==> config.mk <==
export PLATFORM = sky130hd
export DESIGN_NAME = threshold_triggered_envelope_gate_top
export DESIGN_NICKNAME = d
export VERILOG_FILES = /design/src/design/tteg_pkg.sv /design/src/design/tteg_cfg_regs.sv /design/src/design/tteg_serial_mul.sv /design/src/design/threshold_triggered_envelope_gate_top.sv
export SDC_FILE = /design/constraint.sdc
export NUM_CORES = 1
export LEC_CHECK = 0
export BUFFER_PORTS_ARGS = -buffer_cell sky130_fd_sc_hd__buf_2
export CORE_MARGIN = 1.5
export CORE_UTILIZATION = 46
export DETAILED_ROUTE_END_ITERATION = 6
export PLACE_DENSITY = 0.62
export SLEW_MARGIN = 20
export SYNTH_ARGS = -nofsm -noshare
export SYNTH_HDL_FRONTEND = slang
export SYNTH_HIERARCHICAL = 1
export SYNTH_SLANG_ARGS = --single-unit
==> constraint.sdc <==
create_clock -name clk -period 6.8 [get_ports clk]
set_input_delay 1.36 -clock clk [delete_from_list [all_inputs] [get_ports clk]]
set_output_delay 1.36 -clock clk [all_outputs]
set_load 0.01 [all_outputs]
==> src/design/tteg_pkg.sv <==
// ----------------------------------------------------------------------------
// tteg_pkg
// Shared types and constants of the triggered envelope gate: envelope format,
// phase and trigger codes, register indexes and register reset values.
// ----------------------------------------------------------------------------
`default_nettype none

package tteg_pkg;

  // Bits per digit of the serial multiplier
  localparam int unsigned DIGIT_BITS = 4;

  // Envelope level format: unsigned Q1.23
  localparam int unsigned ENV_BITS = 24;
  localparam int unsigned ENV_FRAC = 23;
  localparam logic [ENV_BITS-1:0] ENV_ONE   = 24'd8388608;
  localparam logic [ENV_BITS-1:0] ENV_PEAK  = 24'd8304722;
  localparam logic [ENV_BITS-1:0] ENV_FLOOR = 24'd8388;

  // Configuration register indexes
  localparam int unsigned CFG_INDEX_BITS = 3;
  localparam logic [CFG_INDEX_BITS-1:0] REG_THRESHOLD = 3'd0;
  localparam logic [CFG_INDEX_BITS-1:0] REG_ATTACK    = 3'd1;
  localparam logic [CFG_INDEX_BITS-1:0] REG_DECAY     = 3'd2;
  localparam logic [CFG_INDEX_BITS-1:0] REG_RETRIGGER = 3'd3;
  localparam logic [CFG_INDEX_BITS-1:0] REG_MODE      = 3'd4;
  localparam logic [CFG_INDEX_BITS-1:0] REG_CHANNELS  = 3'd5;

  // Register reset values, given at their default binary point
  localparam longint unsigned THRESH_RST_BASE = 64'd703687441776;
  localparam int unsigned     THRESH_RST_FRAC = 46;
  localparam longint unsigned ATTACK_RST_BASE = 64'd142;
  localparam longint unsigned DECAY_RST_BASE  = 64'd3;
  localparam int unsigned     COEFF_RST_FRAC  = 16;

  // Trigger source codes
  localparam logic [1:0] TRIG_AUDIO  = 2'd0;
  localparam logic [1:0] TRIG_NOTE   = 2'd1;
  localparam logic [1:0] TRIG_EITHER = 2'd2;

  // Note event codes
  localparam logic [1:0] NOTE_ON  = 2'd1;
  localparam logic [1:0] NOTE_OFF = 2'd2;

  // Channel count codes
  localparam logic [1:0] CH_MONO   = 2'd1;
  localparam logic [1:0] CH_STEREO = 2'd2;

  // Envelope phase, held one-hot
  typedef enum logic [2:0] {
    EP_IDLE   = 3'b001,
    EP_ATTACK = 3'b010,
    EP_DECAY  = 3'b100
  } env_phase_t;

  // Phase code as shown on the result channel
  typedef enum logic [1:0] {
    PHASE_IDLE   = 2'd0,
    PHASE_ATTACK = 2'd1,
    PHASE_DECAY  = 2'd2
  } phase_code_t;

  // Status of the serial multiplier
  typedef struct packed {
    logic busy;
    logic done;
  } mul_stat_t;

  function automatic phase_code_t phase_code(input env_phase_t ph);
    phase_code_t code;
    unique case (ph)
      EP_ATTACK: code = PHASE_ATTACK;
      EP_DECAY:  code = PHASE_DECAY;
      default:   code = PHASE_IDLE;
    endcase
    return code;
  endfunction

endpackage

`default_nettype wire

==> src/design/tteg_cfg_regs.sv <==
// ----------------------------------------------------------------------------
// tteg_cfg_regs
// Configuration register file: decodes the write port into the threshold,
// the coefficients and the mode registers.
// ----------------------------------------------------------------------------
`default_nettype none

module tteg_cfg_regs #(
  parameter int unsigned SAMPLE_BITS = 24,
  parameter int unsigned COEFF_BITS  = 16,
  localparam int unsigned THRESH_BITS = 2 * SAMPLE_BITS - 1,
  localparam int unsigned CFG_BITS    = (THRESH_BITS > COEFF_BITS) ? THRESH_BITS : COEFF_BITS
) (
  input  wire logic                                 clk,
  input  wire logic                                 rst_n,
  input  wire logic                                 cfg_wr_en,
  input  wire logic [tteg_pkg::CFG_INDEX_BITS-1:0]  cfg_index,
  input  wire logic [CFG_BITS-1:0]                  cfg_data,
  output logic      [THRESH_BITS-1:0]               threshold,
  output logic      [COEFF_BITS-1:0]                attack_coeff,
  output logic      [COEFF_BITS-1:0]                decay_coeff,
  output logic                                      retrigger_en,
  output logic      [1:0]                           trigger_mode,
  output logic      [1:0]                           channel_count
);

  // Rescale the reset values to the configured binary points
  localparam int unsigned THRESH_FRAC = 2 * SAMPLE_BITS - 2;
  localparam longint unsigned THRESH_RST =
    (THRESH_FRAC >= tteg_pkg::THRESH_RST_FRAC) ?
      (tteg_pkg::THRESH_RST_BASE << (THRESH_FRAC - tteg_pkg::THRESH_RST_FRAC)) :
      (tteg_pkg::THRESH_RST_BASE >> (tteg_pkg::THRESH_RST_FRAC - THRESH_FRAC));
  localparam longint unsigned ATTACK_RST =
    (COEFF_BITS >= tteg_pkg::COEFF_RST_FRAC) ?
      (tteg_pkg::ATTACK_RST_BASE << (COEFF_BITS - tteg_pkg::COEFF_RST_FRAC)) :
      (tteg_pkg::ATTACK_RST_BASE >> (tteg_pkg::COEFF_RST_FRAC - COEFF_BITS));
  localparam longint unsigned DECAY_RST =
    (COEFF_BITS >= tteg_pkg::COEFF_RST_FRAC) ?
      (tteg_pkg::DECAY_RST_BASE << (COEFF_BITS - tteg_pkg::COEFF_RST_FRAC)) :
      (tteg_pkg::DECAY_RST_BASE >> (tteg_pkg::COEFF_RST_FRAC - COEFF_BITS));

  logic [THRESH_BITS-1:0] thresh_r,  thresh_nxt;
  logic [COEFF_BITS-1:0]  attack_r,  attack_nxt;
  logic [COEFF_BITS-1:0]  decay_r,   decay_nxt;
  logic                   retrig_r,  retrig_nxt;
  logic [1:0]             mode_r,    mode_nxt;
  logic [1:0]             chans_r,   chans_nxt;

  // Decode a write; unknown indexes drop
  always_comb begin
    thresh_nxt = thresh_r;
    attack_nxt = attack_r;
    decay_nxt  = decay_r;
    retrig_nxt = retrig_r;
    mode_nxt   = mode_r;
    chans_nxt  = chans_r;
    if (cfg_wr_en) begin
      unique case (cfg_index)
        tteg_pkg::REG_THRESHOLD: thresh_nxt = cfg_data[THRESH_BITS-1:0];
        tteg_pkg::REG_ATTACK:    attack_nxt = cfg_data[COEFF_BITS-1:0];
        tteg_pkg::REG_DECAY:     decay_nxt  = cfg_data[COEFF_BITS-1:0];
        tteg_pkg::REG_RETRIGGER: retrig_nxt = cfg_data[0];
        tteg_pkg::REG_MODE:      mode_nxt   = cfg_data[1:0];
        tteg_pkg::REG_CHANNELS:  chans_nxt  = cfg_data[1:0];
        default: ;
      endcase
    end
  end

  always_ff @(posedge clk) begin
    if (!rst_n) begin
      thresh_r <= THRESH_BITS'(THRESH_RST);
      attack_r <= COEFF_BITS'(ATTACK_RST);
      decay_r  <= COEFF_BITS'(DECAY_RST);
      retrig_r <= 1'b1;
      mode_r   <= tteg_pkg::TRIG_AUDIO;
      chans_r  <= tteg_pkg::CH_STEREO;
    end else begin
      thresh_r <= thresh_nxt;
      attack_r <= attack_nxt;
      decay_r  <= decay_nxt;
      retrig_r <= retrig_nxt;
      mode_r   <= mode_nxt;
      chans_r  <= chans_nxt;
    end
  end

  assign threshold     = thresh_r;
  assign attack_coeff  = attack_r;
  assign decay_coeff   = decay_r;
  assign retrigger_en  = retrig_r;
  assign trigger_mode  = mode_r;
  assign channel_count = chans_r;

endmodule

`default_nettype wire

==> src/design/tteg_serial_mul.sv <==
// ----------------------------------------------------------------------------
// tteg_serial_mul
// Digit-serial unsigned multiplier: the multiplier operand shifts out of the
// low end of the product register one digit per cycle while partial products
// accumulate into the high end.
// ----------------------------------------------------------------------------
`default_nettype none

module tteg_serial_mul #(
  parameter int unsigned A_BITS = 24,
  localparam int unsigned NUM_DIGITS =
    (A_BITS + tteg_pkg::DIGIT_BITS - 1) / tteg_pkg::DIGIT_BITS,
  localparam int unsigned PROD_BITS = A_BITS + NUM_DIGITS * tteg_pkg::DIGIT_BITS
) (
  input  wire logic                       clk,
  input  wire logic                       rst_n,
  input  wire logic                       start,
  input  wire logic [A_BITS-1:0]          a,
  input  wire logic [A_BITS-1:0]          b,
  output tteg_pkg::mul_stat_t             stat,
  output logic      [PROD_BITS-1:0]       product
);

  localparam int unsigned DW       = tteg_pkg::DIGIT_BITS;
  localparam int unsigned B_EXT    = NUM_DIGITS * DW;
  localparam int unsigned SUM_BITS = A_BITS + DW;
  localparam int unsigned CNT_BITS = (NUM_DIGITS > 1) ? $clog2(NUM_DIGITS) : 1;
  localparam logic [CNT_BITS-1:0] CNT_LAST = CNT_BITS'(NUM_DIGITS - 1);

  logic [A_BITS-1:0]    a_r,    a_nxt;
  logic [PROD_BITS-1:0] prod_r, prod_nxt;
  logic [CNT_BITS-1:0]  cnt_r,  cnt_nxt;
  logic                 busy_r, busy_nxt;
  logic                 done_r, done_nxt;
  logic [SUM_BITS-1:0]  step_sum;

  // Add multiplicand times the low digit to the upper half
  assign step_sum = SUM_BITS'(prod_r[PROD_BITS-1 -: A_BITS]) +
                    SUM_BITS'(a_r) * SUM_BITS'(prod_r[DW-1:0]);

  always_comb begin
    a_nxt    = a_r;
    prod_nxt = prod_r;
    cnt_nxt  = cnt_r;
    busy_nxt = busy_r;
    done_nxt = 1'b0;
    if (busy_r) begin
      // Advance one digit
      prod_nxt = {step_sum, prod_r[B_EXT-1:DW]};
      cnt_nxt  = cnt_r + 1'b1;
      if (cnt_r == CNT_LAST) begin
        busy_nxt = 1'b0;
        done_nxt = 1'b1;
        cnt_nxt  = '0;
      end
    end else if (start) begin
      // Load operands; multiplier sits in the low end
      a_nxt    = a;
      prod_nxt = PROD_BITS'(b);
      cnt_nxt  = '0;
      busy_nxt = 1'b1;
    end
  end

  always_ff @(posedge clk) begin
    if (!rst_n) begin
      cnt_r  <= '0;
      busy_r <= 1'b0;
      done_r <= 1'b0;
    end else begin
      cnt_r  <= cnt_nxt;
      busy_r <= busy_nxt;
      done_r <= done_nxt;
    end
    a_r    <= a_nxt;
    prod_r <= prod_nxt;
  end

  assign stat.busy = busy_r;
  assign stat.done = done_r;
  assign product   = prod_r;

endmodule

`default_nettype wire

==> src/design/threshold_triggered_envelope_gate_top.sv <==
// One request carries a stereo (or mono) frame and a note event; the block
// answers with the frame scaled by an attack/decay envelope, the envelope level
// (unsigned Q1.23) and the phase after the step. Frames are handled one at a
// time by a sequencer around a single multiplier that takes 4 bits of its
// operand per cycle. A stereo frame with the envelope active needs five
// products; mono drops two products and an idle envelope drops one. The next
// request is taken while a finished result still waits in the output register.
// ----------------------------------------------------------------------------
// threshold_triggered_envelope_gate_top
// Threshold-triggered attack/decay envelope gate: mean-square trigger, note
// trigger, one-pole envelope and gain stage around a digit-serial multiplier.
// ----------------------------------------------------------------------------
`default_nettype none

module threshold_triggered_envelope_gate_top #(
  parameter int unsigned SAMPLE_BITS = 24,
  parameter int unsigned COEFF_BITS  = 16,
  localparam int unsigned THRESH_BITS = 2 * SAMPLE_BITS - 1,
  localparam int unsigned CFG_BITS    = (THRESH_BITS > COEFF_BITS) ? THRESH_BITS : COEFF_BITS
) (
  input  wire logic                                 clk,
  input  wire logic                                 rst_n,
  // Configuration
  input  wire logic                                 cfg_wr_en,
  input  wire logic [tteg_pkg::CFG_INDEX_BITS-1:0]  cfg_index,
  input  wire logic [CFG_BITS-1:0]                  cfg_data,
  // Input requests
  input  wire logic                                 in_valid,
  output logic                                      in_ready,
  input  wire logic signed [SAMPLE_BITS-1:0]        in_left_sample,
  input  wire logic signed [SAMPLE_BITS-1:0]        in_right_sample,
  input  wire logic [1:0]                           in_note_event,
  // Result requests
  output logic                                      out_valid,
  input  wire logic                                 out_ready,
  output logic signed [SAMPLE_BITS-1:0]             out_left_out,
  output logic signed [SAMPLE_BITS-1:0]             out_right_out,
  output logic [tteg_pkg::ENV_BITS-1:0]             out_envelope_out,
  output logic [1:0]                                out_phase_out
);

  localparam int unsigned EB      = tteg_pkg::ENV_BITS;
  localparam int unsigned MUL_W   = (SAMPLE_BITS > EB) ? SAMPLE_BITS : EB;
  localparam int unsigned MUL_ND  = (MUL_W + tteg_pkg::DIGIT_BITS - 1) / tteg_pkg::DIGIT_BITS;
  localparam int unsigned PROD_W  = MUL_W + MUL_ND * tteg_pkg::DIGIT_BITS;

  typedef enum logic [8:0] {
    ST_IDLE = 9'b000000001,
    ST_SQL  = 9'b000000010,
    ST_SQR  = 9'b000000100,
    ST_TRIG = 9'b000001000,
    ST_ENV  = 9'b000010000,
    ST_UPD  = 9'b000100000,
    ST_SCL  = 9'b001000000,
    ST_SCR  = 9'b010000000,
    ST_OUT  = 9'b100000000
  } seq_state_t;

  // Configuration
  logic [THRESH_BITS-1:0] thresh;
  logic [COEFF_BITS-1:0]  attack_coeff;
  logic [COEFF_BITS-1:0]  decay_coeff;
  logic                   retrig_en;
  logic [1:0]             trig_mode;
  logic [1:0]             chan_cnt;
  logic                   mono;

  tteg_cfg_regs #(
    .SAMPLE_BITS (SAMPLE_BITS),
    .COEFF_BITS  (COEFF_BITS)
  ) u_cfg (
    .clk           (clk),
    .rst_n         (rst_n),
    .cfg_wr_en     (cfg_wr_en),
    .cfg_index     (cfg_index),
    .cfg_data      (cfg_data),
    .threshold     (thresh),
    .attack_coeff  (attack_coeff),
    .decay_coeff   (decay_coeff),
    .retrigger_en  (retrig_en),
    .trigger_mode  (trig_mode),
    .channel_count (chan_cnt)
  );

  assign mono = (chan_cnt == tteg_pkg::CH_MONO);

  // Shared multiplier
  logic                 mul_start;
  logic [MUL_W-1:0]     mul_a;
  logic [MUL_W-1:0]     mul_b;
  tteg_pkg::mul_stat_t  mul_stat;
  logic [PROD_W-1:0]    mul_prod;
  logic                 mul_go;

  tteg_serial_mul #(
    .A_BITS (MUL_W)
  ) u_mul (
    .clk     (clk),
    .rst_n   (rst_n),
    .start   (mul_start),
    .a       (mul_a),
    .b       (mul_b),
    .stat    (mul_stat),
    .product (mul_prod)
  );

  assign mul_go = !mul_stat.busy && !mul_stat.done;

  // Sequencer and datapath registers
  seq_state_t            state_r,      state_nxt;
  logic [SAMPLE_BITS-1:0] lmag_r,      lmag_nxt;
  logic [SAMPLE_BITS-1:0] rmag_r,      rmag_nxt;
  logic                   lneg_r,      lneg_nxt;
  logic                   rneg_r,      rneg_nxt;
  logic                   note_held_r, note_held_nxt;
  logic                   prev_aud_r,  prev_aud_nxt;
  logic                   prev_note_r, prev_note_nxt;
  logic [THRESH_BITS-1:0] sq_l_r,      sq_l_nxt;
  logic [THRESH_BITS-1:0] sq_r_r,      sq_r_nxt;
  logic                   should_r,    should_nxt;
  logic                   edge_r,      edge_nxt;
  tteg_pkg::env_phase_t   work_ph_r,   work_ph_nxt;
  tteg_pkg::env_phase_t   phase_r,     phase_nxt;
  logic [EB-1:0]          level_r,     level_nxt;
  logic [EB-1:0]          env_q_r,     env_q_nxt;
  logic                   sticky_r,    sticky_nxt;
  logic [SAMPLE_BITS-1:0] res_l_r,     res_l_nxt;
  logic [SAMPLE_BITS-1:0] res_r_r,     res_r_nxt;
  logic                   out_vld_r,   out_vld_nxt;
  logic [SAMPLE_BITS-1:0] out_l_r,     out_l_nxt;
  logic [SAMPLE_BITS-1:0] out_rr_r,    out_rr_nxt;
  logic [EB-1:0]          out_env_r,   out_env_nxt;
  logic [1:0]             out_ph_r,    out_ph_nxt;

  // Sample magnitudes at the input
  logic [SAMPLE_BITS-1:0] in_l_raw, in_r_raw, in_l_mag, in_r_mag;
  assign in_l_raw = in_left_sample;
  assign in_r_raw = in_right_sample;
  assign in_l_mag = in_l_raw[SAMPLE_BITS-1] ? (~in_l_raw + 1'b1) : in_l_raw;
  assign in_r_mag = in_r_raw[SAMPLE_BITS-1] ? (~in_r_raw + 1'b1) : in_r_raw;

  // Mean square against the threshold, and trigger selection
  logic [THRESH_BITS:0]   sq_sum;
  logic [THRESH_BITS-1:0] mean_sq;
  logic                   audio_trig, should, was, trig_edge;
  tteg_pkg::env_phase_t   ph_mid;

  assign sq_sum  = {1'b0, sq_l_r} + {1'b0, sq_r_r};
  assign mean_sq = mono ? sq_l_r : sq_sum[THRESH_BITS:1];
  assign audio_trig = (mean_sq >= thresh);

  always_comb begin
    unique case (trig_mode)
      tteg_pkg::TRIG_AUDIO: begin
        should = audio_trig;
        was    = prev_aud_r;
      end
      tteg_pkg::TRIG_NOTE: begin
        should = note_held_r;
        was    = prev_note_r;
      end
      tteg_pkg::TRIG_EITHER: begin
        should = audio_trig || note_held_r;
        was    = prev_aud_r || prev_note_r;
      end
      default: begin
        should = 1'b0;
        was    = 1'b0;
      end
    endcase
  end

  assign trig_edge = should && !was;
  assign ph_mid = (trig_edge && (phase_r != tteg_pkg::EP_DECAY)) ? tteg_pkg::EP_ATTACK : phase_r;

  // Envelope step arithmetic
  logic [EB-1:0] env_gap;
  logic [EB:0]   atk_sum;
  logic [EB:0]   dcy_dec;
  logic [EB-1:0] dcy_lvl;

  assign env_gap = tteg_pkg::ENV_ONE - level_r;
  assign atk_sum = {1'b0, level_r} + {1'b0, env_q_r};
  assign dcy_dec = {1'b0, env_q_r} + {{EB{1'b0}}, sticky_r};
  assign dcy_lvl = (dcy_dec > {1'b0, level_r}) ? '0 : (level_r - dcy_dec[EB-1:0]);

  // Scaled sample magnitude, before its sign is put back
  logic [SAMPLE_BITS-1:0] scaled;
  assign scaled = mul_prod[tteg_pkg::ENV_FRAC +: SAMPLE_BITS];

  always_comb begin
    state_nxt     = state_r;
    lmag_nxt      = lmag_r;
    rmag_nxt      = rmag_r;
    lneg_nxt      = lneg_r;
    rneg_nxt      = rneg_r;
    note_held_nxt = note_held_r;
    prev_aud_nxt  = prev_aud_r;
    prev_note_nxt = prev_note_r;
    sq_l_nxt      = sq_l_r;
    sq_r_nxt      = sq_r_r;
    should_nxt    = should_r;
    edge_nxt      = edge_r;
    work_ph_nxt   = work_ph_r;
    phase_nxt     = phase_r;
    level_nxt     = level_r;
    env_q_nxt     = env_q_r;
    sticky_nxt    = sticky_r;
    res_l_nxt     = res_l_r;
    res_r_nxt     = res_r_r;
    out_vld_nxt   = out_vld_r;
    out_l_nxt     = out_l_r;
    out_rr_nxt    = out_rr_r;
    out_env_nxt   = out_env_r;
    out_ph_nxt    = out_ph_r;
    mul_start     = 1'b0;
    mul_a         = '0;
    mul_b         = '0;

    // Drop a result once taken
    if (out_vld_r && out_ready) begin
      out_vld_nxt = 1'b0;
    end

    unique case (state_r)
      ST_IDLE: begin
        // Capture the request and track the held note
        if (in_valid) begin
          lmag_nxt = in_l_mag;
          rmag_nxt = in_r_mag;
          lneg_nxt = in_l_raw[SAMPLE_BITS-1];
          rneg_nxt = in_r_raw[SAMPLE_BITS-1];
          if (in_note_event == tteg_pkg::NOTE_ON) begin
            note_held_nxt = 1'b1;
          end else if (in_note_event == tteg_pkg::NOTE_OFF) begin
            note_held_nxt = 1'b0;
          end
          state_nxt = ST_SQL;
        end
      end
      ST_SQL: begin
        mul_a     = MUL_W'(lmag_r);
        mul_b     = MUL_W'(lmag_r);
        mul_start = mul_go;
        if (mul_stat.done) begin
          sq_l_nxt  = mul_prod[THRESH_BITS-1:0];
          state_nxt = mono ? ST_TRIG : ST_SQR;
        end
      end
      ST_SQR: begin
        mul_a     = MUL_W'(rmag_r);
        mul_b     = MUL_W'(rmag_r);
        mul_start = mul_go;
        if (mul_stat.done) begin
          sq_r_nxt  = mul_prod[THRESH_BITS-1:0];
          state_nxt = ST_TRIG;
        end
      end
      ST_TRIG: begin
        // Decide the step and remember this frame's triggers
        should_nxt    = should;
        edge_nxt      = trig_edge;
        work_ph_nxt   = ph_mid;
        prev_aud_nxt  = audio_trig;
        prev_note_nxt = note_held_r;
        state_nxt     = (ph_mid == tteg_pkg::EP_IDLE) ? ST_UPD : ST_ENV;
      end
      ST_ENV: begin
        if (work_ph_r == tteg_pkg::EP_ATTACK) begin
          mul_a = MUL_W'(env_gap);
          mul_b = MUL_W'(attack_coeff);
        end else begin
          mul_a = MUL_W'(level_r);
          mul_b = MUL_W'(decay_coeff);
        end
        mul_start = mul_go;
        if (mul_stat.done) begin
          env_q_nxt  = mul_prod[COEFF_BITS +: EB];
          sticky_nxt = |mul_prod[COEFF_BITS-1:0];
          state_nxt  = ST_UPD;
        end
      end
      ST_UPD: begin
        // Apply the one-pole step and move the phase
        unique case (work_ph_r)
          tteg_pkg::EP_ATTACK: begin
            level_nxt = atk_sum[EB-1:0];
            phase_nxt = ((atk_sum[EB-1:0] >= tteg_pkg::ENV_PEAK) || !should_r) ?
                        tteg_pkg::EP_DECAY : tteg_pkg::EP_ATTACK;
          end
          tteg_pkg::EP_DECAY: begin
            if (dcy_lvl <= tteg_pkg::ENV_FLOOR) begin
              level_nxt = '0;
              phase_nxt = tteg_pkg::EP_IDLE;
            end else begin
              level_nxt = dcy_lvl;
              phase_nxt = tteg_pkg::EP_DECAY;
            end
            if (retrig_en && edge_r) begin
              phase_nxt = tteg_pkg::EP_ATTACK;
            end
          end
          default: begin
            level_nxt = '0;
            phase_nxt = tteg_pkg::EP_IDLE;
          end
        endcase
        state_nxt = ST_SCL;
      end
      ST_SCL: begin
        mul_a     = MUL_W'(lmag_r);
        mul_b     = MUL_W'(level_r);
        mul_start = mul_go;
        if (mul_stat.done) begin
          res_l_nxt = lneg_r ? (~scaled + 1'b1) : scaled;
          if (mono) begin
            res_r_nxt = '0;
            state_nxt = ST_OUT;
          end else begin
            state_nxt = ST_SCR;
          end
        end
      end
      ST_SCR: begin
        mul_a     = MUL_W'(rmag_r);
        mul_b     = MUL_W'(level_r);
        mul_start = mul_go;
        if (mul_stat.done) begin
          res_r_nxt = rneg_r ? (~scaled + 1'b1) : scaled;
          state_nxt = ST_OUT;
        end
      end
      ST_OUT: begin
        // Hand the result over once the output register is free
        if (!out_vld_r || out_ready) begin
          out_vld_nxt = 1'b1;
          out_l_nxt   = res_l_r;
          out_rr_nxt  = res_r_r;
          out_env_nxt = level_r;
          out_ph_nxt  = tteg_pkg::phase_code(phase_r);
          state_nxt   = ST_IDLE;
        end
      end
      default: begin
        state_nxt = ST_IDLE;
      end
    endcase
  end

  always_ff @(posedge clk) begin
    if (!rst_n) begin
      state_r     <= ST_IDLE;
      note_held_r <= 1'b0;
      prev_aud_r  <= 1'b0;
      prev_note_r <= 1'b0;
      phase_r     <= tteg_pkg::EP_IDLE;
      level_r     <= '0;
      out_vld_r   <= 1'b0;
    end else begin
      state_r     <= state_nxt;
      note_held_r <= note_held_nxt;
      prev_aud_r  <= prev_aud_nxt;
      prev_note_r <= prev_note_nxt;
      phase_r     <= phase_nxt;
      level_r     <= level_nxt;
      out_vld_r   <= out_vld_nxt;
    end
    lmag_r    <= lmag_nxt;
    rmag_r    <= rmag_nxt;
    lneg_r    <= lneg_nxt;
    rneg_r    <= rneg_nxt;
    sq_l_r    <= sq_l_nxt;
    sq_r_r    <= sq_r_nxt;
    should_r  <= should_nxt;
    edge_r    <= edge_nxt;
    work_ph_r <= work_ph_nxt;
    env_q_r   <= env_q_nxt;
    sticky_r  <= sticky_nxt;
    res_l_r   <= res_l_nxt;
    res_r_r   <= res_r_nxt;
    out_l_r   <= out_l_nxt;
    out_rr_r  <= out_rr_nxt;
    out_env_r <= out_env_nxt;
    out_ph_r  <= out_ph_nxt;
  end

  assign in_ready         = (state_r == ST_IDLE);
  assign out_valid        = out_vld_r;
  assign out_left_out     = $signed(out_l_r);
  assign out_right_out    = $signed(out_rr_r);
  assign out_envelope_out = out_env_r;
  assign out_phase_out    = out_ph_r;

endmodule

`default_nettype wire

==> results by group <==
Clock tree
  • Cts hold-fix bufs: 0
  • H-tree levels: 2
  • CTS tree: yes
  • TritonCTS buffer count: 54
  • Clock sinks: 497
  • Clock latency on the worst-skew pair: 0.63 ns
  • Clock slew at reported path FFs: roughly 0.060 ns
  • CTS Root Cell: clkbuf_16
  • Clock Tree Buf Depth: 3
  • # resized after CTS: 0
  • Post-CTS setup buffers: 0

Worst setup path
  • CP bufs+invs: 1
  • Max incr delay on CP: 0.44 ns
  • Slowest cell on the critical path: a211oi_2
  • Startpoint Class: flip-flop
  • Critical path class: reg2reg
  • Most common cell on crit path: a21oi_1
  • Delay-heaviest family, CP: compound AO/OA/AOI/OAI gates
  • Worst EP required: 7.15 ns
  • FF-to-FF path depth: 24
  • CP endpoint kind: flip-flop
  • Reg2reg start: sq_l_r[0]$_DFFE_PP_
  • Cell Chain, Critical Path: and2_1, fa_1, a211o_1, a211oi_1, o21ai_0, a221o_1, a311o_1, a211oi_2, o31ai_1, a31oi_1, xor2_1, a21oi_1, ha_1, nand4_1, nor3_1, a21oi_1, a21oi_1, o31a_1, o21ai_0, nor3b_1, buf_4, o22ai_1, nand2b_1, and2_1
  • Crit-path max FO: 5
  • Worst path depth: 24
  • Crit path from: sq_l_r[0]$_DFFE_PP_
  • CP Data Arrival Time: 6.56 ns

Floorplan
  • Total core area: 69,800 µm²
  • Initial core utilization: 0.463
  • Die area: between 70,000 and 80,000 µm²
  • Die Ht: roughly 270 µm
  • Site Rows: 97
  • Chip width: 268 µm
  • Top Ports: 181

Pwr
  • PnR Total Power: 8.50 mW
  • Pwr dens: 237 nW/µm²
  • Leak pwr: 14.1 nW
  • Max VDD drop: ~210 µV

STA
  • Slew HR: 0.257
  • Final setup viols: 0
  • Min cycle time layout: 6.21 ns
  • Worst slew pin tran: 1.11 ns
  • Unrepaired setup endpoints after global routing: no
  • FMAX: 0.161 GHz
  • Slew Viols, Final: 0
  • Final worst-path cycle share: 0.913
  • Fin Setup TNS: 0 ns
  • Worst Skew: 0.0509 ns
  • Final hold violation count: 0

Drt
  • DRC viols: 0
  • Vias per cell: 5.74
  • TritonRoute pass-1 iters: 7
  • Vias: 25.1k
  • First DRT Iteration DRCs: roughly 2.2k
  • Drt total wl: 91.9 mm
  • Final ANT Viol Nets: 0
  • WL/cell: ~21 µm

Synth
  • Number of synthesized flops with an enable pin: 368
  • Syn nets: 3,641
  • Gate Count Post-Synth: 3,260
  • Mapped cell area: 32,300 µm²
  • Yosys warnings: 6
  • Synth Flop Type: edfxtp_1
  • Sequential element share of the synthesized area: 0.422
  • Unique masters post-synth: 97
  • Async SR Flop Fraction: 0
  • Average size of a mapped cell: 9.92 µm²
  • Yosys reg bits: 497

Finish
  • Area Overhead vs Synth: 11.0%
  • Multi-input gate area: about 17,000 µm²
  • N_diodes: 0
  • Fillers: between 6k and 7k
  • Fin cells: 4,371
  • Cell area after layout: 35,900 µm²
  • NumNets Final: about 3.8k
  • Share of cells above drive strength 1: 0.107
  • Register Area: between 10,000 and 15,000 µm²

Global routing
  • Initial antenna violation count: 2
  • Gr ovfl total: 0
  • Largest net degree at the start of global routing: 85
  • Total routing usage reported by global routing: 0.253
  • Global-route wire length before repair: 140 mm
  • Vias in the first global route: 24.3k

Min path
  • Hold Crit Start: res_l_r[2]$_DFFE_PP_
  • Hold Crit Depth: 0
  • Worst Hold Class: reg2reg

Placed design
  • Cells after DPL: 4,269
  • GPL Wtd Cong: 0.992
  • Port Buf Inserts: between 150 and 200
  • Hpwl dp: roughly 69 mm
  • Placement Cell Area: 34,000 µm²

Job
  • Max cap viols: 0

Run status
  • Outcome: completed
[flip-flops by register name, summed over array words and instances (netlist names), 47 cells and up]
name             flops
u_mul/product       48
sq_l_r              47
sq_r_r              47
u_cfg/threshold     47
[layer usage]
layer / part of all wire / routed length, µm / vias to the layer above / global-route usage
met1: 0.44 / 40800 / 12116 / 0.340
met4: 0.032 / 2910 / 4 / 0.0806
li1: - / - / 11903 / -
met5: 0.00029 / 27 / - / 0
met2: 0.46 / 42600 / 889 / 0.418
met3: 0.061 / 5570 / 173 / 0.0374
[kinds of logic after synthesis]
kind of cell / Yosys count / synth area share
xor gates and xnor gates: 217 / 0.0588
AOI/OAI and AO/OA: 724 / 0.150
DFF: 497 / 0.422
adders and majority gates: 276 / 0.123
and+or+nand+nor: 1031 / 0.159
muxes: 122 / 0.0388
buffers and inverters: 393 / 0.0493
[layout by cell type (no fill, tap or decap), types with 42 or more instances in the layout]
| cell | instances |
|---|---|
| xor2_1 | 70 |
| o21ai_0 | 147 |
| buf_2 | 179 |
| and2_1 | 106 |
| a21oi_1 | 188 |
| clkbuf_16 | 54 |
| nand3_1 | 50 |
| nand2_1 | 362 |
| edfxtp_1 | 368 |
| ha_1 | 206 |
| nor2b_1 | 73 |
| fa_1 | 70 |
| inv_1 | 254 |
| nor2_1 | 181 |
| mux2i_1 | 95 |
| a21o_1 | 58 |
| xnor2_1 | 147 |
| nor3_1 | 42 |
| dfxtp_1 | 128 |
[final cells by class]
type,count,share of cell area
Sequential cell,497,0.380
Inverter,255,0.0267
Timing Repair Buffer,207,0.0308
Clock inverter,31,0.0120
Tap cell,940,0.0328
Multi-Input combinational cell,2370,0.477
Clock buffer,71,0.0405
[synthesized netlist by cell type (all sizes together), types with 28 or more instances]
cell / number / area [µm²]
xnor2: 147 / 1290
a211oi: 36 / 285
nand3: 50 / 250
fa: 70 / 1400
o21ai: 151 / 756
ha: 206 / 2580
o31ai: 30 / 230
edfxtp: 368 / 11100
nor2b: 76 / 475
or3: 28 / 175
inv: 255 / 957
dfxtp: 129 / 2580
xor2: 70 / 613
buf: 31 / 234
a21oi: 189 / 950
nand2: 362 / 1360
clkbuf: 107 / 403
and2: 109 / 682
a21o: 60 / 453
nand4: 31 / 194
nor3: 43 / 220
nor2: 183 / 687
mux2i: 95 / 951
nand2b: 31 / 194
o21a: 37 / 278
[metrics by stage]
| step | util | worst slack [ns] | hold WS, ns |
|---|---|---|---|
| CTS | 0.514 | 0.648 | 0.416 |
| global route | 0.514 | 0.0810 | 0.426 |
| global placement | 0.487 | 0.850 | 0.406 |
| detailed placement | 0.487 | 0.712 | 0.405 |
| floorplan | - | 1.56 | 0.400 |
| finish | 0.514 | 0.589 | 0.415 |
[worst paths after layout]
kind | slack (ns) | to
max | 0.59 | work_ph_r[2]$_DFFE_PP_
min | 0.41 | out_left_out[2]$_DFFE_PP_
max reg2reg | 0.59 | work_ph_r[2]$_DFFE_PP_
min reg2reg | 0.41 | out_left_out[2]$_DFFE_PP_
[report_power, final]
group,internal [mW],switching [mW]
clock network,1.83,1.25
registers,3.38,0.132
logic,0.747,1.16
Note: power is estimated with default switching activity, not from simulation.
